<file path="src/design/bdhr_pkg.sv">
// ---------------------------------------------------------------------------
// bdhr_pkg: shared types and constants for the button debounce block
// Register map, phase and counter command codes, control/status bundles.
// ---------------------------------------------------------------------------
`timescale 1ns / 1ps
`default_nettype none

package bdhr_pkg;

  // Tick counter width and register widths
  localparam int CNT_W  = 16;
  localparam int REG_W  = 16;
  localparam int CONF_W = 8;
  localparam int CMP_W  = (CNT_W > REG_W) ? CNT_W : REG_W;
  localparam int TR_W   = CMP_W + 1;
  localparam int ITER_W = $clog2(CNT_W + 1);

  // APB port
  localparam int ADDR_W = 5;
  localparam int DATA_W = 32;

  // Register indexes (byte address = 4 * index)
  localparam logic [2:0] REG_CONFIRM = 3'd0;
  localparam logic [2:0] REG_HOLD    = 3'd1;
  localparam logic [2:0] REG_REPEAT  = 3'd2;
  localparam logic [2:0] REG_LONG    = 3'd3;
  localparam logic [2:0] REG_LOCK    = 3'd4;

  // Register reset values
  localparam logic [CONF_W-1:0] RST_CONFIRM = CONF_W'(7);
  localparam logic [REG_W-1:0]  RST_HOLD    = REG_W'(300);
  localparam logic [REG_W-1:0]  RST_REPEAT  = REG_W'(65);
  localparam logic [REG_W-1:0]  RST_LONG    = REG_W'(2000);
  localparam logic [REG_W-1:0]  RST_LOCK    = REG_W'(30);

  localparam logic [CNT_W-1:0] CNT_MAX = {CNT_W{1'b1}};

  typedef enum logic [1:0] {
    PH_IDLE     = 2'd0,
    PH_PUSHED   = 2'd1,
    PH_RELEASED = 2'd2
  } phase_t;

  typedef enum logic [1:0] {
    CNT_KEEP = 2'd0,
    CNT_UP   = 2'd1,
    CNT_DOWN = 2'd2,
    CNT_CLR  = 2'd3
  } cnt_op_t;

  typedef struct packed {
    logic [CONF_W-1:0] confirm;
    logic [REG_W-1:0]  hold_time;
    logic [REG_W-1:0]  repeat_period;
    logic [REG_W-1:0]  long_time;
    logic [REG_W-1:0]  lock_time;
  } cfg_t;

  // Controller -> datapath
  typedef struct packed {
    logic    en;
    cnt_op_t op;
    logic    cnt_clr;
    logic    set_act;
    logic    clr_act;
    logic    set_hold;
    logic    set_rep;
    logic    set_long;
    logic    clr_flags;
  } dp_cmd_t;

  // Datapath -> controller, compares on the stepped count plus the hold flag
  typedef struct packed {
    logic ge_confirm;
    logic step_zero;
    logic eq_hold;
    logic rep_hit;
    logic ge_long;
    logic ge_lock;
    logic hold_bit;
  } dp_stat_t;

endpackage

`default_nettype wire

</file>
<file path="src/design/bdhr_regs.sv">
// ---------------------------------------------------------------------------
// bdhr_regs: APB configuration registers
// Five threshold registers, zero-wait writes and reads, plus a pulse that
// flags a new repeat period so the remainder can be rebuilt.
// ---------------------------------------------------------------------------
`timescale 1ns / 1ps
`default_nettype none

module bdhr_regs (
  input  wire logic                   clk,
  input  wire logic                   rst_n,
  input  wire logic                   cfg_psel,
  input  wire logic                   cfg_penable,
  input  wire logic                   cfg_pwrite,
  input  wire logic [bdhr_pkg::ADDR_W-1:0] cfg_paddr,
  input  wire logic [bdhr_pkg::DATA_W-1:0] cfg_pwdata,
  output logic [bdhr_pkg::DATA_W-1:0] cfg_prdata,
  output logic                        cfg_pready,
  output bdhr_pkg::cfg_t              cfg,
  output logic                        rep_wr
);
  import bdhr_pkg::*;

  cfg_t       cfg_r, cfg_nxt;
  logic       rep_wr_r, rep_wr_nxt;
  logic       wr_en;
  logic [2:0] idx;

  assign cfg_pready = 1'b1;
  assign idx   = cfg_paddr[4:2];
  assign wr_en = cfg_psel & cfg_penable & cfg_pwrite;

  // Register writes
  always_comb begin
    cfg_nxt    = cfg_r;
    rep_wr_nxt = 1'b0;
    if (wr_en) begin
      case (idx)
        REG_CONFIRM: cfg_nxt.confirm       = cfg_pwdata[CONF_W-1:0];
        REG_HOLD:    cfg_nxt.hold_time     = cfg_pwdata[REG_W-1:0];
        REG_REPEAT: begin
          cfg_nxt.repeat_period = cfg_pwdata[REG_W-1:0];
          rep_wr_nxt            = 1'b1;
        end
        REG_LONG:    cfg_nxt.long_time     = cfg_pwdata[REG_W-1:0];
        REG_LOCK:    cfg_nxt.lock_time     = cfg_pwdata[REG_W-1:0];
        default:     cfg_nxt               = cfg_r;
      endcase
    end
  end

  always_ff @(posedge clk) begin
    if (!rst_n) begin
      cfg_r.confirm       <= RST_CONFIRM;
      cfg_r.hold_time     <= RST_HOLD;
      cfg_r.repeat_period <= RST_REPEAT;
      cfg_r.long_time     <= RST_LONG;
      cfg_r.lock_time     <= RST_LOCK;
      rep_wr_r            <= 1'b0;
    end else begin
      cfg_r    <= cfg_nxt;
      rep_wr_r <= rep_wr_nxt;
    end
  end

  // Read mux
  always_comb begin
    case (idx)
      REG_CONFIRM: cfg_prdata = DATA_W'(cfg_r.confirm);
      REG_HOLD:    cfg_prdata = DATA_W'(cfg_r.hold_time);
      REG_REPEAT:  cfg_prdata = DATA_W'(cfg_r.repeat_period);
      REG_LONG:    cfg_prdata = DATA_W'(cfg_r.long_time);
      REG_LOCK:    cfg_prdata = DATA_W'(cfg_r.lock_time);
      default:     cfg_prdata = '0;
    endcase
  end

  assign cfg    = cfg_r;
  assign rep_wr = rep_wr_r;

endmodule

`default_nettype wire

</file>
<file path="src/design/bdhr_rem.sv">
// ---------------------------------------------------------------------------
// bdhr_rem: iterative remainder unit
// Restoring division, one quotient bit per cycle; gives tick count modulo
// the repeat period after a new period is written.
// ---------------------------------------------------------------------------
`timescale 1ns / 1ps
`default_nettype none

module bdhr_rem (
  input  wire logic                        clk,
  input  wire logic                        rst_n,
  input  wire logic                        start,
  input  wire logic [bdhr_pkg::CNT_W-1:0]  dividend,
  input  wire logic [bdhr_pkg::REG_W-1:0]  divisor,
  output logic                             busy,
  output logic                             done,
  output logic [bdhr_pkg::CNT_W-1:0]       rem
);
  import bdhr_pkg::*;

  logic              busy_r, busy_nxt;
  logic              done_r, done_nxt;
  logic [ITER_W-1:0] iter_r, iter_nxt;
  logic [CNT_W-1:0]  dvd_r, dvd_nxt;
  logic [CMP_W-1:0]  rem_r, rem_nxt;
  logic [TR_W-1:0]   trial;
  logic [TR_W-1:0]   div_w;
  logic              fits;

  // One restoring step
  assign trial = {rem_r, dvd_r[CNT_W-1]};
  assign div_w = TR_W'(divisor);
  assign fits  = trial >= div_w;

  always_comb begin
    busy_nxt = busy_r;
    done_nxt = 1'b0;
    iter_nxt = iter_r;
    dvd_nxt  = dvd_r;
    rem_nxt  = rem_r;
    if (start) begin
      busy_nxt = 1'b1;
      iter_nxt = ITER_W'(CNT_W);
      dvd_nxt  = dividend;
      rem_nxt  = '0;
    end else if (busy_r) begin
      dvd_nxt  = {dvd_r[CNT_W-2:0], 1'b0};
      rem_nxt  = fits ? CMP_W'(trial - div_w) : CMP_W'(trial);
      iter_nxt = iter_r - ITER_W'(1);
      if (iter_r == ITER_W'(1)) begin
        busy_nxt = 1'b0;
        done_nxt = 1'b1;
      end
    end
  end

  always_ff @(posedge clk) begin
    if (!rst_n) begin
      busy_r <= 1'b0;
      done_r <= 1'b0;
      iter_r <= '0;
    end else begin
      busy_r <= busy_nxt;
      done_r <= done_nxt;
      iter_r <= iter_nxt;
    end
  end

  always_ff @(posedge clk) begin
    dvd_r <= dvd_nxt;
    rem_r <= rem_nxt;
  end

  assign busy = busy_r | done_r;
  assign done = done_r;
  assign rem  = rem_r[CNT_W-1:0];

endmodule

`default_nettype wire

</file>
<file path="src/design/bdhr_dp.sv">
// ---------------------------------------------------------------------------
// bdhr_dp: datapath
// Saturating tick counter, running count modulo the repeat period, the
// threshold compares and the five flag bits.
// ---------------------------------------------------------------------------
`timescale 1ns / 1ps
`default_nettype none

module bdhr_dp (
  input  wire logic                       clk,
  input  wire logic                       rst_n,
  input  wire bdhr_pkg::cfg_t             cfg,
  input  wire bdhr_pkg::dp_cmd_t          cmd,
  input  wire logic                       rem_load,
  input  wire logic [bdhr_pkg::CNT_W-1:0] rem,
  output bdhr_pkg::dp_stat_t              stat,
  output logic [bdhr_pkg::CNT_W-1:0]      tick_count,
  output logic                            act_bit,
  output logic                            lock_bit,
  output logic                            hold_bit,
  output logic                            rep_bit,
  output logic                            long_bit
);
  import bdhr_pkg::*;

  logic [CNT_W-1:0] tick_r, tick_nxt;
  logic [CNT_W-1:0] repc_r, repc_nxt;
  logic             act_r, act_nxt;
  logic             lock_r, lock_nxt;
  logic             hold_r, hold_nxt;
  logic             rep_r, rep_nxt;
  logic             long_r, long_nxt;

  logic [CNT_W-1:0] step;
  logic [CNT_W-1:0] rstep;
  logic             sat;
  logic             wrap;
  logic [CMP_W-1:0] step_w;

  assign sat  = (tick_r == CNT_MAX);
  assign wrap = (TR_W'(repc_r) + TR_W'(1)) == TR_W'(cfg.repeat_period);

  // Stepped count and its value modulo the repeat period
  always_comb begin
    case (cmd.op)
      CNT_UP: begin
        step  = sat ? tick_r : tick_r + CNT_W'(1);
        rstep = sat ? repc_r : (wrap ? '0 : repc_r + CNT_W'(1));
      end
      CNT_DOWN: begin
        step  = (tick_r == '0) ? tick_r : tick_r - CNT_W'(1);
        rstep = repc_r;
      end
      CNT_CLR: begin
        step  = '0;
        rstep = '0;
      end
      default: begin
        step  = tick_r;
        rstep = repc_r;
      end
    endcase
  end

  // Compares for the controller
  assign step_w          = CMP_W'(step);
  assign stat.ge_confirm = step_w >= CMP_W'(cfg.confirm);
  assign stat.step_zero  = (step == '0);
  assign stat.eq_hold    = step_w == CMP_W'(cfg.hold_time);
  assign stat.rep_hit    = (cfg.repeat_period == '0) ? (step == '0) : (rstep == '0);
  assign stat.ge_long    = step_w >= CMP_W'(cfg.long_time);
  assign stat.ge_lock    = step_w >= CMP_W'(cfg.lock_time);
  assign stat.hold_bit   = hold_r;

  // State update
  always_comb begin
    tick_nxt = tick_r;
    repc_nxt = repc_r;
    act_nxt  = act_r;
    lock_nxt = lock_r;
    hold_nxt = hold_r;
    rep_nxt  = rep_r;
    long_nxt = long_r;
    if (cmd.en) begin
      tick_nxt = cmd.cnt_clr ? '0 : step;
      repc_nxt = cmd.cnt_clr ? '0 : rstep;
      if (cmd.set_act) begin
        act_nxt  = 1'b1;
        lock_nxt = 1'b1;
      end else if (cmd.clr_act) begin
        act_nxt  = 1'b0;
        lock_nxt = 1'b0;
      end
      if (cmd.clr_flags) begin
        hold_nxt = 1'b0;
        rep_nxt  = 1'b0;
        long_nxt = 1'b0;
      end else begin
        hold_nxt = hold_r | cmd.set_hold;
        rep_nxt  = rep_r  | cmd.set_rep;
        long_nxt = long_r | cmd.set_long;
      end
    end else if (rem_load) begin
      repc_nxt = rem;
    end
  end

  always_ff @(posedge clk) begin
    if (!rst_n) begin
      tick_r <= '0;
      repc_r <= '0;
      act_r  <= 1'b0;
      lock_r <= 1'b0;
      hold_r <= 1'b0;
      rep_r  <= 1'b0;
      long_r <= 1'b0;
    end else begin
      tick_r <= tick_nxt;
      repc_r <= repc_nxt;
      act_r  <= act_nxt;
      lock_r <= lock_nxt;
      hold_r <= hold_nxt;
      rep_r  <= rep_nxt;
      long_r <= long_nxt;
    end
  end

  assign tick_count = tick_r;
  assign act_bit    = act_r;
  assign lock_bit   = lock_r;
  assign hold_bit   = hold_r;
  assign rep_bit    = rep_r;
  assign long_bit   = long_r;

endmodule

`default_nettype wire

</file>
<file path="src/design/bdhr_ctrl.sv">
// ---------------------------------------------------------------------------
// bdhr_ctrl: phase controller
// Idle / pushed / released state machine; picks the count step from the
// pin and issues flag and clear commands from the datapath compares.
// ---------------------------------------------------------------------------
`timescale 1ns / 1ps
`default_nettype none

module bdhr_ctrl (
  input  wire logic               clk,
  input  wire logic               rst_n,
  input  wire logic               item_go,
  input  wire logic               pressed,
  input  wire bdhr_pkg::dp_stat_t stat,
  output bdhr_pkg::dp_cmd_t       cmd,
  output bdhr_pkg::phase_t        phase
);
  import bdhr_pkg::*;

  phase_t phase_r, phase_nxt;

  // Next state
  always_comb begin
    phase_nxt = phase_r;
    if (item_go) begin
      case (phase_r)
        PH_IDLE:     if (stat.ge_confirm) phase_nxt = PH_PUSHED;
        PH_PUSHED:   if (!pressed) phase_nxt = PH_RELEASED;
        PH_RELEASED: if (stat.ge_lock) phase_nxt = PH_IDLE;
        default:     phase_nxt = PH_IDLE;
      endcase
    end
  end

  always_ff @(posedge clk) begin
    if (!rst_n) begin
      phase_r <= PH_IDLE;
    end else begin
      phase_r <= phase_nxt;
    end
  end

  // Datapath commands
  always_comb begin
    cmd           = '0;
    cmd.en        = item_go;
    cmd.op        = CNT_KEEP;
    case (phase_r)
      PH_IDLE: begin
        cmd.op      = pressed ? CNT_UP : CNT_DOWN;
        cmd.set_act = stat.ge_confirm;
        cmd.cnt_clr = stat.ge_confirm;
        cmd.clr_act = !stat.ge_confirm && stat.step_zero;
      end
      PH_PUSHED: begin
        cmd.op       = pressed ? CNT_UP : CNT_CLR;
        cmd.set_hold = stat.eq_hold;
        cmd.set_rep  = (stat.hold_bit | stat.eq_hold) & stat.rep_hit;
        cmd.set_long = stat.ge_long;
      end
      PH_RELEASED: begin
        cmd.op        = pressed ? CNT_KEEP : CNT_UP;
        cmd.cnt_clr   = stat.ge_lock;
        cmd.clr_act   = stat.ge_lock;
        cmd.clr_flags = stat.ge_lock;
      end
      default: begin
        cmd.op = CNT_KEEP;
      end
    endcase
  end

  assign phase = phase_r;

endmodule

`default_nettype wire

</file>
<file path="src/design/button_debounce_hold_repeat.sv">
// ---------------------------------------------------------------------------
// button_debounce_hold_repeat: debounced button with hold and auto repeat
// Each input request is one millisecond tick carrying the raw active-low
// pin (in_pin_level). Each accepted request yields exactly one result
// request: press, lock, hold, repeat and long-hold flags and the phase,
// as they stand after that tick.
// The result is registered, valid in the cycle after the input is accepted.
// Throughput: one tick per cycle while out_ready is high and no remainder
// rebuild runs; the output register holds the result and in_ready drops
// while it waits, so a stalled receiver stops the block without losing state.
// A write of repeat_period starts the remainder unit, which rebuilds the
// tick count modulo the new period one bit per cycle; in_ready is low from
// the write until the remainder is loaded. Other writes take effect at once.
// Reset (rst_n low, synchronous) returns to idle, clears the counter and
// all flags, drops out_valid and loads the register defaults
// (7, 300, 65, 2000, 30).
// ---------------------------------------------------------------------------
`timescale 1ns / 1ps
`default_nettype none

module button_debounce_hold_repeat (
  input  wire logic                        clk,
  input  wire logic                        rst_n,
  // tick channel
  input  wire logic                        in_valid,
  output logic                             in_ready,
  input  wire logic                        in_pin_level,
  // result channel
  output logic                             out_valid,
  input  wire logic                        out_ready,
  output logic                             out_press_event,
  output logic                             out_locked,
  output logic                             out_hold_flag,
  output logic                             out_repeat_flag,
  output logic                             out_long_hold_flag,
  output logic [1:0]                       out_phase_out,
  // configuration
  input  wire logic                        cfg_psel,
  input  wire logic                        cfg_penable,
  input  wire logic                        cfg_pwrite,
  input  wire logic [bdhr_pkg::ADDR_W-1:0] cfg_paddr,
  input  wire logic [bdhr_pkg::DATA_W-1:0] cfg_pwdata,
  output logic [bdhr_pkg::DATA_W-1:0]      cfg_prdata,
  output logic                             cfg_pready
);
  import bdhr_pkg::*;

  cfg_t             cfg;
  dp_cmd_t          cmd;
  dp_stat_t         stat;
  phase_t           phase;
  logic             rep_wr;
  logic             rem_busy;
  logic             rem_done;
  logic [CNT_W-1:0] rem;
  logic [CNT_W-1:0] tick_count;
  logic             in_acc;
  logic             out_valid_r, out_valid_nxt;

  bdhr_regs u_regs (
    .clk         (clk),
    .rst_n       (rst_n),
    .cfg_psel    (cfg_psel),
    .cfg_penable (cfg_penable),
    .cfg_pwrite  (cfg_pwrite),
    .cfg_paddr   (cfg_paddr),
    .cfg_pwdata  (cfg_pwdata),
    .cfg_prdata  (cfg_prdata),
    .cfg_pready  (cfg_pready),
    .cfg         (cfg),
    .rep_wr      (rep_wr)
  );

  bdhr_rem u_rem (
    .clk      (clk),
    .rst_n    (rst_n),
    .start    (rep_wr),
    .dividend (tick_count),
    .divisor  (cfg.repeat_period),
    .busy     (rem_busy),
    .done     (rem_done),
    .rem      (rem)
  );

  bdhr_ctrl u_ctrl (
    .clk     (clk),
    .rst_n   (rst_n),
    .item_go (in_acc),
    .pressed (!in_pin_level),
    .stat    (stat),
    .cmd     (cmd),
    .phase   (phase)
  );

  bdhr_dp u_dp (
    .clk        (clk),
    .rst_n      (rst_n),
    .cfg        (cfg),
    .cmd        (cmd),
    .rem_load   (rem_done),
    .rem        (rem),
    .stat       (stat),
    .tick_count (tick_count),
    .act_bit    (out_press_event),
    .lock_bit   (out_locked),
    .hold_bit   (out_hold_flag),
    .rep_bit    (out_repeat_flag),
    .long_bit   (out_long_hold_flag)
  );

  // Handshake: phase, counter and flag state only move on an accepted tick, so
  // the state registers are the output payload.
  assign in_ready = (!out_valid_r || out_ready) && !rep_wr && !rem_busy;
  assign in_acc   = in_valid && in_ready;

  always_comb begin
    out_valid_nxt = out_valid_r;
    if (in_acc) begin
      out_valid_nxt = 1'b1;
    end else if (out_ready) begin
      out_valid_nxt = 1'b0;
    end
  end

  always_ff @(posedge clk) begin
    if (!rst_n) begin
      out_valid_r <= 1'b0;
    end else begin
      out_valid_r <= out_valid_nxt;
    end
  end

  assign out_valid     = out_valid_r;
  assign out_phase_out = phase;

  // Checks
  a_hold_needs_lock: assert property (@(posedge clk) disable iff (!rst_n)
    out_hold_flag |-> out_locked)
    else $error("hold flag set while unlocked");

  a_repeat_needs_hold: assert property (@(posedge clk) disable iff (!rst_n)
    out_repeat_flag |-> out_hold_flag)
    else $error("repeat flag set without hold flag");

  a_idle_no_hold: assert property (@(posedge clk) disable iff (!rst_n)
    (phase == PH_IDLE) |-> !(out_hold_flag || out_long_hold_flag))
    else $error("hold flags left set in idle");

  a_pushed_locked: assert property (@(posedge clk) disable iff (!rst_n)
    (phase == PH_PUSHED) |-> out_locked)
    else $error("pushed phase without lock");

  a_state_moves_on_tick: assert property (@(posedge clk) disable iff (!rst_n)
    !in_acc |=> ($stable(out_phase_out) && $stable(out_hold_flag)
                 && $stable(out_press_event)))
    else $error("state changed without an accepted tick");

endmodule

`default_nettype wire
</file>
<file path="config.mk">
export PLATFORM = sky130hd
export DESIGN_NAME = button_debounce_hold_repeat
export DESIGN_NICKNAME = d
export VERILOG_FILES = /design/src/design/bdhr_pkg.sv /design/src/design/bdhr_regs.sv /design/src/design/bdhr_rem.sv /design/src/design/bdhr_dp.sv /design/src/design/bdhr_ctrl.sv /design/src/design/button_debounce_hold_repeat.sv
export SDC_FILE = /design/constraint.sdc
export NUM_CORES = 1
export LEC_CHECK = 0
export ABC_AREA = 1
export BUFFER_PORTS_ARGS = -buffer_cell sky130_fd_sc_hd__buf_2
export CORE_AREA = 2 2 192 175
export CTS_CLUSTER_DIAMETER = 200
export DETAILED_ROUTE_END_ITERATION = 10
export DIE_AREA = 0 0 194 177
export PLACE_DENSITY_LB_ADDON = 0.25
export SETUP_SLACK_MARGIN = 0.1
export SLEW_MARGIN = 20
export SYNTH_ARGS = -nofsm -noshare
export SYNTH_HDL_FRONTEND = slang
export SYNTH_SLANG_ARGS = --single-unit
</file>
<file path="constraint.sdc">
create_clock -name clk -period 9.8 [get_ports clk]
set_clock_uncertainty 0.15 [all_clocks]
set_input_delay 1.96 -clock clk [delete_from_list [all_inputs] [get_ports clk]]
set_output_delay 1.96 -clock clk [all_outputs]
set_load 0.02 [all_outputs]
</file>
Word-level counts from Yosys, hierarchy flattened
Index checks and enable logic that the tools add are counted.
- output and inout bits: 42
- register bits: 151
- logic and storage cells: 127
- input port bits: 45
- multiplexer cells: 42
- bitwise logic cells: 10
- $lt $le $gt $ge: 4
- eq/ne operators: 16
- $add $sub $neg: 6
- reduce and logical (&&, ||, !) cells: 29
- operators with widths (cell ; count):
    16-bit two-way mux ; 11
    16-bit case mux with 5 select lines ; 1
    16-bit zero test ; 4
    16-bit case mux with 3 select lines ; 1
    16-bit by 1-bit adder with 16-bit output, second input constant ; 2
    16-bit >= comparator ; 2
    16-bit case mux with 2 select lines ; 1
    16-bit by 1-bit adder with 17-bit output, second input constant ; 1
    17-bit by 16-bit == test with 1-bit output ; 1
    17-bit by 16-bit >= comparator with 1-bit output ; 1
    16-bit == test ; 1
    16-bit == test, second input constant ; 1
    16-bit by 8-bit >= comparator with 1-bit output ; 1
    1-bit two-way mux ; 16
    16-bit by 1-bit subtractor with 16-bit output, second input constant ; 1
    16-bit subtractor ; 1
    2-bit AND reduction ; 7
    2-bit case mux with 3 select lines ; 2
    2-bit two-way mux ; 5
    5-bit two-way mux ; 2
    2-bit nonzero test ; 4
    2-bit == test, second input constant ; 3
    3-bit by 2-bit == test with 1-bit output, second input constant ; 2
    5-bit by 1-bit == test with 1-bit output, second input constant ; 1
    19 further kinds ; 35

Longest topological paths before layout
Gate-level depths: netlist of the first run.
- word-level depth: 11
- mapped depth: 29
- gate-level depth less buffers: 28

Modules after synthesis
A second synthesis of the first run with hierarchy kept.
- cells, all modules: 1986
- area, all modules: 12126.6 sq um
- by module, submodules not included (module ; seq. area each (sq um) ; area an instance (sq um) ; cells each ; times used):
    bdhr_dp ; 720.7 ; 5177.5 ; 917 ; 1
    bdhr_regs ; 1461.4 ; 3697.3 ; 590 ; 1
    bdhr_rem ; 940.9 ; 2945.3 ; 426 ; 1
    bdhr_ctrl ; 40.0 ; 214.0 ; 40 ; 1
    button_debounce_hold_repeat ; 20.0 ; 92.6 ; 13 ; 1

Least setup slack after synthesis of the first run
Ideal clock, no wire load.
- kind: input port to output port
- from: input port cfg_paddr[4] in the netlist's numbering
- to: output port cfg_prdata[7] in the netlist's numbering
- arrival time: 3.338 ns
- buffers on the path: 2
- slack: 4.352 ns
- data required time: 7.690 ns
- stages on the path: 5
- path through: clkbuf_1 > nor3_1 > clkbuf_1 > a221oi_1 > o21ai_0
- word-level cells in the longest chain between the ends: 2
- elaborated cells between the ends (all ways): 6
- those cells by class: 4 x eq/ne; 1 x mux; 1 x reduce/logical
- RTL lines (item ; RTL line ; RTL):
    from (decl) ; button_debounce_hold_repeat.sv:41 ; input wire logic [bdhr_pkg::ADDR_W-1:0] cfg_paddr,
    3-bit == test (tied with other cells) ; bdhr_regs.sv:68 ; case (idx)
    16-bit case mux with 5 select lines (*) ; bdhr_regs.sv:68 ;
    to (decl) ; button_debounce_hold_repeat.sv:43 ; output logic [bdhr_pkg::DATA_W-1:0] cfg_prdata,
Mark *: on every way between the ends. The rest lies on a longest branch, timed or not.

Final worst setup path of the first run
- from: input port in_pin_level
- to: register u_dp.tick_r[2], in the netlist u_dp.tick_count[2]
- word-level cells in the longest chain between the ends: 7
- elaborated cells between the ends (all ways): 12
- those cells by class: 2 x order compare; 3 x eq/ne; 7 x mux
- RTL lines (item ; RTL line ; RTL):
    from (decl) ; button_debounce_hold_repeat.sv:27 ; input wire logic in_pin_level,
    1-bit two-way mux (tied with other cells) ; bdhr_ctrl.sv:62 ; cmd.op = pressed ? CNT_KEEP : CNT_UP;
    2-bit case mux with 3 select lines (*) ; bdhr_ctrl.sv:48 ; case (phase_r)
    2-bit == test or 2-bit by 1-bit == test with 1-bit output (tied branches) ; bdhr_dp.sv:45 ; case (cmd.op)
    16-bit case mux with 3 select lines (*) ; bdhr_dp.sv:45 ;
    16-bit >= comparator or 16-bit by 8-bit >= comparator with 1-bit output (tied branches) ; bdhr_dp.sv:72, bdhr_dp.sv:67 ;
    1-bit case mux with 2 select lines ; bdhr_ctrl.sv:48 ;
    16-bit two-way mux (*) ; bdhr_dp.sv:85 ; tick_nxt = cmd.cnt_clr ? '0 : step;
    to (signal assigned) ; bdhr_dp.sv:118 ; tick_r <= tick_nxt;
    to (decl) ; bdhr_dp.sv:26 ; logic [CNT_W-1:0] tick_r, tick_nxt;
Marked as above.
A chain may end at the register's enable or synchronous reset.

==> results of run 1 <==
-- power by group through the flow --
| stage | combinational [W] | sequential [W] | clock [W] |
|---|---|---|---|
| 2_1_floorplan | 0.00195 | 0.000737 | 0 |
| 3_3_place_gp | 0.00241 | 0.000784 | 0 |
| 3_5_place_dp | 0.00244 | 0.000784 | 0 |
| 4_1_cts | 0.00246 | 0.000770 | 0.000710 |
| 5_1_grt | 0.00282 | 0.000784 | 0.000732 |
| 6_report | 0.00250 | 0.000772 | 0.000702 |
-- synthesized netlist by cell type (all sizes together) (2+ instances only) --
cell type  count
a21boi         2
clkinv         3
ha            62
o21ai        142
buf           44
xor2          16
nor2         131
inv          184
nand3        153
nand2        428
o211ai        25
xnor2         10
o22ai         16
a21oi        124
edfxtp        16
a221o          8
conb           2
a221oi         8
nor4           5
a211oi         2
nand4         28
nand3b        12
o31ai          2
dfxtp        135
clkbuf        36
nor3          16
-- final timing paths --
check | from | endpoint | slack, ns
worst min register to register | u_dp.rep_bit | u_dp.rep_bit | 0.33
worst min-delay path | u_dp.rep_bit | u_dp.rep_bit | 0.33
worst max register to register | u_dp.tick_count[0] | u_dp.tick_count[2] | 4.96
worst max-delay path | in_pin_level | u_dp.tick_count[2] | 3.86
-- registers in the layout, indices dropped and copies added, names as in the netlist, 2 cells and up --
signal / cells
u_rem.iter_r: 5
u_dp.tick_count: 16
u_rem.rem: 16
u_rem.dvd_r: 16
u_ctrl.phase: 2
u_dp.repc_r: 16
u_regs.cfg: 72
-- stage by stage --
step                      hold slack (ns)  cell area [um^2]  std cells
after floorplan                     0.300             10900       1632
after global placement              0.313             11300       2031
after detailed placement            0.322             11300       2031
after CTS                           0.334             11900       2063
after global routing                0.354             11900       2063
final                               0.332             11900       2063
-- tightest hold or removal path, stage by stage, from the launching register on --
cell and delay [ns]:
dfxtp_1 0.33, nand2_1 0.07, nand2_1 0.04
-- layer usage --
| layer | vias to the layer above | part of all wire [%] |
|---|---|---|
| met1 | 4904 | 50 |
| met4 | 0 | 2.1 |
| met2 | 333 | 43 |
| met5 | - | 0 |
| li1 | 5380 | - |
| met3 | 40 | 5.6 |
-- cells by family after synthesis --
family                     Yosys count
xor gates and xnor gates            27
and+or+nand+nor                    774
buffers and inverters              267
AOI/OAI and AO/OA                  333
DFF                                151
other                                2
adders and majority gates           63
-- final cells by class --
type,count,area [um^2],area share (%)
clock inverter,15,183,1.54
tap,422,528,4.45
sequential,151,3180,26.8
multi-input combinational,1214,6550,55.2
clock buffer,17,425,3.58
timing repair buffer,57,300,2.53
inverter,187,702,5.91
-- placed cells by master, fill, tap and decap left out, types with 17 or more instances in the layout --
cell / synthesis / final
nand4_1: 28 / 28
ha_1: 62 / 62
dfxtp_1: 135 / 135
inv_1: 176 / 176
conb_1: 2 / 17
buf_2: 11 / 51
nand3_1: 131 / 131
nand3_2: 21 / 21
clkbuf_16: 0 / 17
nor2_1: 108 / 106
o211ai_1: 25 / 25
a21oi_1: 118 / 118
nand2_1: 417 / 417
o21ai_0: 139 / 139
==> run metrics, run 1 <==
first-pass GRT wire length 55000 um; Final Cycle Share 60.6%; drt first pass iters 7; Routed WL 34300 um; Yosys top cell area share 25.0%; clock sinks 151; layout cells sized above 1 10.1%; Pleak 5.39 nW; met2 GRT Util 31.1%; initial antenna violation count 0; Flop pwr share 19.4%; Gate Count Post-Synth 1617; Compound-Gate Fraction of Synth Area 17.4%; peak supply drop 0.307 mV; largest family of logic cells by synthesized area simple AND/OR/NAND/NOR gates; Max Fclk 168 MHz; Layout Nets 1736; Worst-Skew Late Latency 0.45 ns; H-tree Lvls 4; final setup violation count 0; clk root buf clkbuf_16; Post-synth EDFFs 16; Starting Density 33.3%; Post-Synth Adder-Cell Area 7.35%; Power per Cell Area 335 nW/um^2; gpl congestion 0.922; Worst Slack Setup Final 3.86 ns; setup TNS 0 ns; cell taking the most area after synthesis dfxtp_1; Post-DP HPWL 26400 um; outcome finished, final reports clean; drt first-iter violations 830; cells on worst reg2reg path 26; Ant. Diodes 0; Final Max Tran Viols 0; RSZ-0062 raised after global routing false; WP buf/inv 4; met3 GRT Util 2.52%; die area 34300 um^2; CP peak stage delay 0.49 ns; GR peak layer met2; Total Routing Usage GR 20.2%; P_sw 0.00215 W; crit-path cells buf_2, a21oi_4, inv_2, nand2_2, inv_2, nand3_1, nand3_1, inv_1, ha_1, o21ai_0, a21boi_0, o21ai_0, nand2_1, nand2_1, nand2_1, nand2_1, nand2_1, nand2_1, nand3b_1, nor2_4, nor2_2, nor2_8, nand3_1, a21oi_1; Max Root-Sink Buffers 2; via count of the routed design 10700; sequential area share after synthesis 29.4%; Tightest Pin Transition 1.04 ns; Synth area leaders dfxtp_1 25%, nand2_1 14%, ha_1 7.2%; pin count of the biggest net entering global routing 88; CP max FO 32; Hold Vio Cnt, Final 0; crit path DAT 6.14 ns; CTS tree built; simple-gate share of the synthesized area 32.7%; worst slack, placed 3.46 ns; setup bufs post-CTS 0; Overall Power 0.00397 W; num rows 63; warnings from Yosys 0; Filler Cell Count 3510; post-synthesis async set-or-reset flop share 0%; Die Height 177 um; #FFs+latches synth 151; global route total overflow 0; critical path's slowest cell nor2_8; Setup crit end kind flop; Clock transition at path regs 0.08 ns; critical path depth 24; number of max-cap violations 0; Buffers on Ports 51; hold_buf cts 0; mux contribution to synthesized area 0%; drc violations 0; CTS Buf Count 17; Rel. slew slack 30.4%; clock network power share 17.7%; Area Growth Syn to Fin 9.66%; Hold WC Path Type reg -> reg; Die Wd 194 um; routed wire length per instance 16.6 um; Crit path top cell by count nand2_1; synth unique cells 50; Tmin final 5.94 ns; cell depth of the worst hold path 2; final core utilization 36.6%; met1 Usage GRT 29.1%; Most used DFF post-synth dfxtp_1; crit path launch type input pin; Post-Synth XOR/XNOR Area 2.38%; detailed-route vias per instance 5.17; vias in the first global route 9886; Crit path max-delay family simple AND/OR/NAND/NOR gates; WP data required 10.00 ns; Setup CP Type in -> reg; Post-Syn Area per Cell 6.69 um^2; sw frac 54.1%; PostCTS Resize Cnt 0; I/O pin count 87; Mapped Area 10800 um^2; Core ar. 32500 um^2; design internal power 0.00182 W; antenna-violating nets left 0; combinational share of power 62.9%
(Power assumes the default switching activity.)
==> inputs of run 2 (changes only) <==
--- a/config.mk
+++ b/config.mk
@@ -5,12 +5,12 @@
 export SDC_FILE = /design/constraint.sdc
 export NUM_CORES = 1
 export LEC_CHECK = 0
-export ABC_AREA = 1
+export ABC_AREA = 0
 export BUFFER_PORTS_ARGS = -buffer_cell sky130_fd_sc_hd__buf_2
-export CORE_AREA = 2 2 192 175
+export CORE_AREA = 2 2 193 176
 export CTS_CLUSTER_DIAMETER = 200
 export DETAILED_ROUTE_END_ITERATION = 10
-export DIE_AREA = 0 0 194 177
+export DIE_AREA = 0 0 195 178
 export PLACE_DENSITY_LB_ADDON = 0.25
 export SETUP_SLACK_MARGIN = 0.1
 export SLEW_MARGIN = 20
==> constraint.sdc (replaced) <==
create_clock -name clk -period 6 [get_ports clk]
set_clock_uncertainty 0.15 [all_clocks]
set_input_delay 1.2 -clock clk [delete_from_list [all_inputs] [get_ports clk]]
set_output_delay 1.2 -clock clk [all_outputs]
set_load 0.02 [all_outputs]
==> run 2 against run 1 <==
Sequential cell count unchanged. Global-route usage is 1.5 points higher. Core utilization is 0.76 points higher. Register-to-register slack got worse by 4.6 ns. Combinational power up 74%. Sequential share of layout area is 0.68 points lower. Synthesized cell count decreased by 12%. Via count decreased by 1.0%. Routed wire length up 10%. First-iteration DRC count up 38%. Area after synthesis up 1.1%. Clock-buffer cell count unchanged. Critical path type is now reg -> reg. Critical endpoint is now u_dp.rep_bit. Largest cell class unchanged. Largest power group unchanged.
==> run metrics, run 2 <==
outcome finished, final reports clean (unchanged); cell taking the most area after synthesis dfxtp_1 (unchanged); Die Wd 195 um (was 194 um); gpl congestion 0.934 (was 0.922); max reg flops 72 (unchanged); post-synthesis async set-or-reset flop share 0% (unchanged); drt first-iter violations 1144 (was 830); cell depth of the worst hold path 2 (unchanged); Setup CP Type reg -> reg (was in -> reg); Area Growth Syn to Fin 11.2% (was 9.66%); commonest non-fill, non-tap cell in the layout nand2_1 (unchanged); Post-Syn Area per Cell 7.74 um^2 (was 6.69 um^2); final core utilization 37.3% (was 36.6%); CTS tree built (unchanged); vias in the first global route 9765 (was 9886); drc violations 0 (unchanged); via count of the routed design 10600 (was 10700); num rows 63 (unchanged); Most used DFF post-synth dfxtp_1 (unchanged); PostCTS Resize Cnt 0 (unchanged); final setup violation count 0 (unchanged); Tmin final 5.61 ns; WP data required 6.22 ns (was 10.00 ns); Total Routing Usage GR 21.8% (was 20.2%); CTS Buf Count 17 (unchanged); Clock transition at path regs 0.07 ns (was 0.08 ns); Worst Slack Setup Final 0.393 ns (was 3.86 ns); multi-input logic area 6980 um^2 (was 6550 um^2); Die Height 178 um (was 177 um); routed wire length per instance 20.2 um (was 16.6 um); Post-DP HPWL 28000 um (was 26400 um); setup TNS 0 ns (unchanged); count leader, synth nand2_1 (unchanged); Hold Vio Cnt, Final 0 (unchanged); most frequent cells in the layout 205 x nand2_1, 135 x dfxtp_1, 89 x inv_1 (was 417 x nand2_1, 176 x inv_1, 139 x o21ai_0); Post-synth EDFFs 16 (unchanged); Routed WL 37700 um (was 34300 um); Yosys top cell area share 24.7% (was 25.0%); layout cells sized above 1 10.9% (was 10.1%); pin count of the biggest net entering global routing 53 (was 88); Final Max Tran Viols 0 (unchanged); Layout Nets 1537 (was 1736); clock sinks 151 (unchanged); warnings from Yosys 0 (unchanged); crit path DAT 5.83 ns (was 6.14 ns); drt first pass iters 5 (was 7); Mapped Area 10900 um^2 (was 10800 um^2); H-tree Lvls 4 (unchanged); Tightest Pin Transition 1.07 ns (was 1.04 ns); crit path launch type flop (was input pin); Core ar. 32600 um^2 (was 32500 um^2); #FFs+latches synth 151 (unchanged); cells on worst reg2reg path 19 (was 26); Buffers on Ports 51 (unchanged); peak supply drop 0.310 mV (was 0.307 mV); Setup crit end kind flop (unchanged); global route total overflow 0 (unchanged); first-pass GRT wire length 58400 um (was 55000 um); Rel. slew slack 28.4% (was 30.4%); Starting Density 33.5% (was 33.3%); sequential area share after synthesis 29.1% (was 29.4%); worst slack, placed 0.464 ns (was 3.46 ns); detailed-route vias per instance 5.66 (was 5.17); clk root buf clkbuf_16 (unchanged); Max Fclk 178 MHz; register area 3180 um^2 (unchanged); setup bufs post-CTS 0 (unchanged); Power per Cell Area 551 nW/um^2 (was 335 nW/um^2); number of max-cap violations 0 (unchanged); Gate Count Post-Synth 1415 (was 1617); most frequent cells after synthesis 205 x nand2_1, 135 x dfxtp_1, 89 x inv_1, 85 x a21oi_1 (was 417 x nand2_1, 176 x inv_1, 139 x o21ai_0, 135 x dfxtp_1, 131 x nand3_1); Synth area leaders dfxtp_1 25%, ha_1 7.1%, nand2_1 7.0% (was dfxtp_1 25%, nand2_1 14%, ha_1 7.2%); initial antenna violation count 0 (unchanged); Pleak 4.77 nW (was 5.39 nW); synth unique cells 86 (was 50); Hold WC Path Type reg -> reg (unchanged); Ant. Diodes 0 (unchanged); Worst-Skew Late Latency 0.45 ns (about the same); CP max FO 9 (was 32); Max Root-Sink Buffers 2 (unchanged); Final Cycle Share 93.5%; die area 34700 um^2 (was 34300 um^2); Filler Cell Count 3520 (was 3510); antenna-violating nets left 0 (unchanged); hold_buf cts 0 (unchanged); RSZ-0062 raised after global routing false (unchanged); I/O pin count 87 (unchanged)
## run 2: worst max-delay path, cell delays in order, from the launching register on
cell      delay (ns)
dfxtp_1         0.41
inv_1           0.16
ha_1            0.18
or4b_1          0.48
or4_1           0.70
o21ai_0         0.21
nand3_1         0.09
o21ai_0         0.28
inv_1           0.29
ha_1            0.34
nand2b_1        0.14
a21o_1          0.17
a211oi_1        0.24
o21ai_0         0.14
a211o_1         0.29
a21oi_1         0.24
nand2b_1        0.19
o31ai_1         0.10
or4_1           0.57
o22ai_1         0.17
## run 2: logic make-up (layout without fill, tap and decap cells)
kind of cell / after synthesis / in the layout / synth area share [%]
XOR/XNOR: 53 / 53 / 4.49
AND/OR/NAND/NOR: 506 / 506 / 22.7
multiplexers: 60 / 60 / 5.67
other: 2 / 17 / 0.0686
buffers and inverters: 202 / 214 / 7.84
flip-flops: 151 / 151 / 29.1
AO/OA/AOI/OAI: 378 / 378 / 22.9
adder cells (fa/ha/maj): 63 / 63 / 7.27
## run 2: routing by layer
layer	track usage [%]	part of all wire, %	routed length (um)	vias to the layer above
li1	-	-	-	5102
met1	31.7	48	18200	5088
met2	33.5	44	16500	320
met3	3.38	6.4	2400	40
met4	5.66	1.7	658	0
met5	0	0	0	-
## run 2: path summary, 6_finish.rpt
path / slack, ns / startpoint / end
setup / recovery: 0.39 / u_dp.tick_count[0] / u_dp.rep_bit
hold / removal: 0.32 / u_regs.cfg[29] / u_regs.cfg[29]
setup reg to reg: 0.39 / u_dp.tick_count[0] / u_dp.rep_bit
hold reg to reg: 0.32 / u_regs.cfg[29] / u_regs.cfg[29]
## run 2: layout make-up
class,instances,area share [%]
multi-input cells,1077,57.3
flip-flops and latches,151,26.1
repair buffers,93,4.69
well taps,422,4.34
clock buffers,17,3.49
inverters,89,2.74
clock inverters,15,1.30
## run 2: power by group
group	switching (W)	total (W)	leakage [nW]	internal [W]
logic	0.00254	0.00434	3.25	0.00181
clock network	0.000521	0.00111	0.282	0.000589
registers	0.000160	0.00126	1.24	0.00110
total	0.00322	0.00671	4.77	0.00349
## run 2: stage by stage
step / area (um^2) / std cells / power [W] / hold WS, ns
5_1_grt: 12200 / 1864 / 0.00721 / 0.350
2_1_floorplan: 11000 / 1430 / 0.00420 / 0.299
3_3_place_gp: 11600 / 1832 / 0.00551 / 0.310
3_5_place_dp: 11600 / 1832 / 0.00553 / 0.314
4_1_cts: 12200 / 1864 / 0.00667 / 0.323
6_report: 12200 / 1864 / 0.00671 / 0.321
==> inputs of run 3 (changes only) <==
--- a/config.mk
+++ b/config.mk
@@ -11,7 +11,7 @@
 export CTS_CLUSTER_DIAMETER = 200
 export DETAILED_ROUTE_END_ITERATION = 10
 export DIE_AREA = 0 0 195 178
-export PLACE_DENSITY_LB_ADDON = 0.25
+export PLACE_DENSITY = 0.59
 export SETUP_SLACK_MARGIN = 0.1
 export SLEW_MARGIN = 20
 export SYNTH_ARGS = -nofsm -noshare
==> constraint.sdc (replaced) <==
create_clock -name clk -period 6 [get_ports clk]
set_clock_uncertainty 0.15 [all_clocks]
set_input_delay 0.6 -clock clk [delete_from_list [all_inputs] [get_ports clk]]
set_output_delay 0.6 -clock clk [all_outputs]
set_load 0.02 [all_outputs]
==> run 3 against run 2 <==
Cell count fell by 0.32%. Power rose by 1.3%. Die area did not move. Routed wire length fell by 2.3%. Sequential share of layout area barely moved. Via count rose by 1.5%. Core utilization barely moved. Critical path depth did not move. Worst hold slack got worse by 0.035 ns. The flow now finishes with violations (DRC). Design area barely moved.
==> run metrics, run 3 (synthesis gave the netlist of run 2 again) <==
Hold WC Path Type in -> reg (was reg -> reg); most frequent cells in the layout 205 x nand2_1, 135 x dfxtp_1, 89 x inv_1 (unchanged); Area Growth Syn to Fin 11.3% (was 11.2%); CP max FO 9 (unchanged); Die Wd 195 um (unchanged); register area 3180 um^2 (unchanged); via count of the routed design 10700 (was 10600); Layout Nets 1531 (was 1537); Buffers on Ports 51 (unchanged); detailed-route vias per instance 5.76 (was 5.66); Filler Cell Count 3458 (was 3520); H-tree Lvls 4 (unchanged); clk root buf clkbuf_16 (unchanged); Crit path max-delay family simple AND/OR/NAND/NOR gates (unchanged); number of max-cap violations 0 (unchanged); fin area 12200 um^2 (about the same); I/O pin count 87 (unchanged); Tightest Pin Transition 1.06 ns (was 1.07 ns); commonest non-fill, non-tap cell in the layout nand2_1 (unchanged); antenna-violating nets left 0 (unchanged); placed inst area 11500 um^2 (was 11600 um^2); Final Max Tran Viols 0 (unchanged); drc violations 1 (was 0); crit-path cells inv_1, ha_1, or4b_1, or4_4, o21ai_0, nand3_1, o21ai_0, inv_1, ha_1, nand2b_1, a21o_1, a211oi_1, o21ai_0, a211o_1, a21oi_1, nand2b_1, o31ai_1, or4_1, o22ai_1 (was inv_1, ha_1, or4b_1, or4_1, o21ai_0, nand3_1, o21ai_0, inv_1, ha_1, nand2b_1, a21o_1, a211oi_1, o21ai_0, a211o_1, a21oi_1, nand2b_1, o31ai_1, or4_1, o22ai_1); Setup CP Type reg -> reg (unchanged); routed wire length per instance 19.8 um (was 20.2 um); Starting Density 33.5% (unchanged); outcome complete, but fails checks (was finished, final reports clean); crit path launch type flop (unchanged); Hold Vio Cnt, Final 0 (unchanged); initial antenna violation count 0 (unchanged); Rel. slew slack 29.0% (was 28.4%); global route total overflow 0 (unchanged); Post-Layout Cell Count 1858 (was 1864); CTS Buf Count 17 (unchanged); Final Cycle Share 92.8% (was 93.5%); CP peak stage delay 0.65 ns (was 0.70 ns); max reg flops 72 (unchanged); placed cells 1826 (was 1832); Post-DP HPWL 27300 um (was 28000 um); Pleak 4.75 nW (was 4.77 nW); Power per Cell Area 558 nW/um^2 (was 551 nW/um^2); drt first pass iters 9 (was 5); drt first-iter violations 1112 (was 1144); clock sinks 151 (unchanged); Die Height 178 um (unchanged); vias in the first global route 9880 (was 9765); die area 34700 um^2 (unchanged); setup bufs post-CTS 0 (unchanged); setup TNS 0 ns (unchanged); Total Routing Usage GR 21.3% (was 21.8%); num rows 63 (unchanged); multi-input logic area 6980 um^2 (about the same); Core ar. 32600 um^2 (unchanged); crit path DAT 5.77 ns (was 5.83 ns); Setup crit end kind flop (unchanged); failing checks DRC; Routed WL 36800 um (was 37700 um); Worst-Skew Late Latency 0.44 ns (was 0.45 ns); Ant. Diodes 0 (unchanged); layout cells sized above 1 10.6% (was 10.9%); pin count of the biggest net entering global routing 44 (was 53); Crit path top cell by count o21ai_0 (unchanged); critical path's slowest cell or4_4 (was or4_1); WP data required 6.21 ns (was 6.22 ns); Max Fclk 180 MHz (was 178 MHz); first-pass GRT wire length 57800 um (was 58400 um); final setup violation count 0 (unchanged); peak supply drop 0.395 mV (was 0.310 mV); WP buf/inv 2 (unchanged); RSZ-0062 raised after global routing false (unchanged); gpl congestion 0.944 (was 0.934); Clock transition at path regs 0.07 ns (about the same); CTS tree built (unchanged); Tmin final 5.57 ns (was 5.61 ns); Max Root-Sink Buffers 2 (unchanged)
## run 3: path summary, 6_finish.rpt
check	depth (start not counted)	slack, ns	start	endpoint
worst min register to register	2	0.33	u_regs.cfg[19]	u_regs.cfg[19]
worst max register to register	19	0.43	u_dp.tick_count[0]	u_dp.rep_bit
worst min-delay path	3	0.29	cfg_pwdata[14]	u_regs.cfg[46]
worst max-delay path	19	0.43	u_dp.tick_count[0]	u_dp.rep_bit
## run 3: power by group
part | switching, W | leakage, nW | internal (W) | total, W
Sequential | 0.000159 | 1.24 | 0.00110 | 0.00126
Combinational | 0.00250 | 3.21 | 0.00188 | 0.00438
Clock | 0.000525 | 0.304 | 0.000640 | 0.00116
Total | 0.00318 | 4.75 | 0.00362 | 0.00680
## run 3: worst min-delay path: stages
cell and delay [ns]:
buf_2 0.13, nand2_1 0.05, a21oi_1 0.05
## run 3: metrics by stage
| stage | power [W] | utilization [%] | setup slack, ns | hold slack, ns |
|---|---|---|---|---|
| final | 0.00680 | 37.3 | 0.435 | 0.286 |
| after floorplan | 0.00420 | - | 1.07 | 0.299 |
| after detailed placement | 0.00553 | 35.4 | 0.418 | 0.321 |
| after global routing | 0.00731 | 37.3 | 0.144 | 0.286 |
| after global placement | 0.00547 | 35.4 | 0.446 | 0.313 |
| after CTS | 0.00672 | 37.3 | 0.387 | 0.278 |
## run 3: cell type report
| cell class | count | share of cell area, % |
|---|---|---|
| multi-input cells | 1077 | 57.3 |
| flip-flops and latches | 151 | 26.1 |
| well taps | 422 | 4.34 |
| repair buffers | 87 | 4.31 |
| clock buffers | 17 | 3.49 |
| inverters | 89 | 2.74 |
| clock inverters | 15 | 1.66 |
## run 3: what timing repair did
action / 4_1_cts / 5_1_grt
setup endpoints to repair: 0 / 9
gates resized for setup: 0 / 1
endpoints found under the hold margin: 0 / 0
hold buffers: 0 / 0
## run 3: layer usage
layer  part of all wire, %  global-route usage (%)
met3                   6.6                    3.89
met4                   2.1                    5.95
met1                    47                    30.3
met2                    44                    33.0
met5                     0                       0
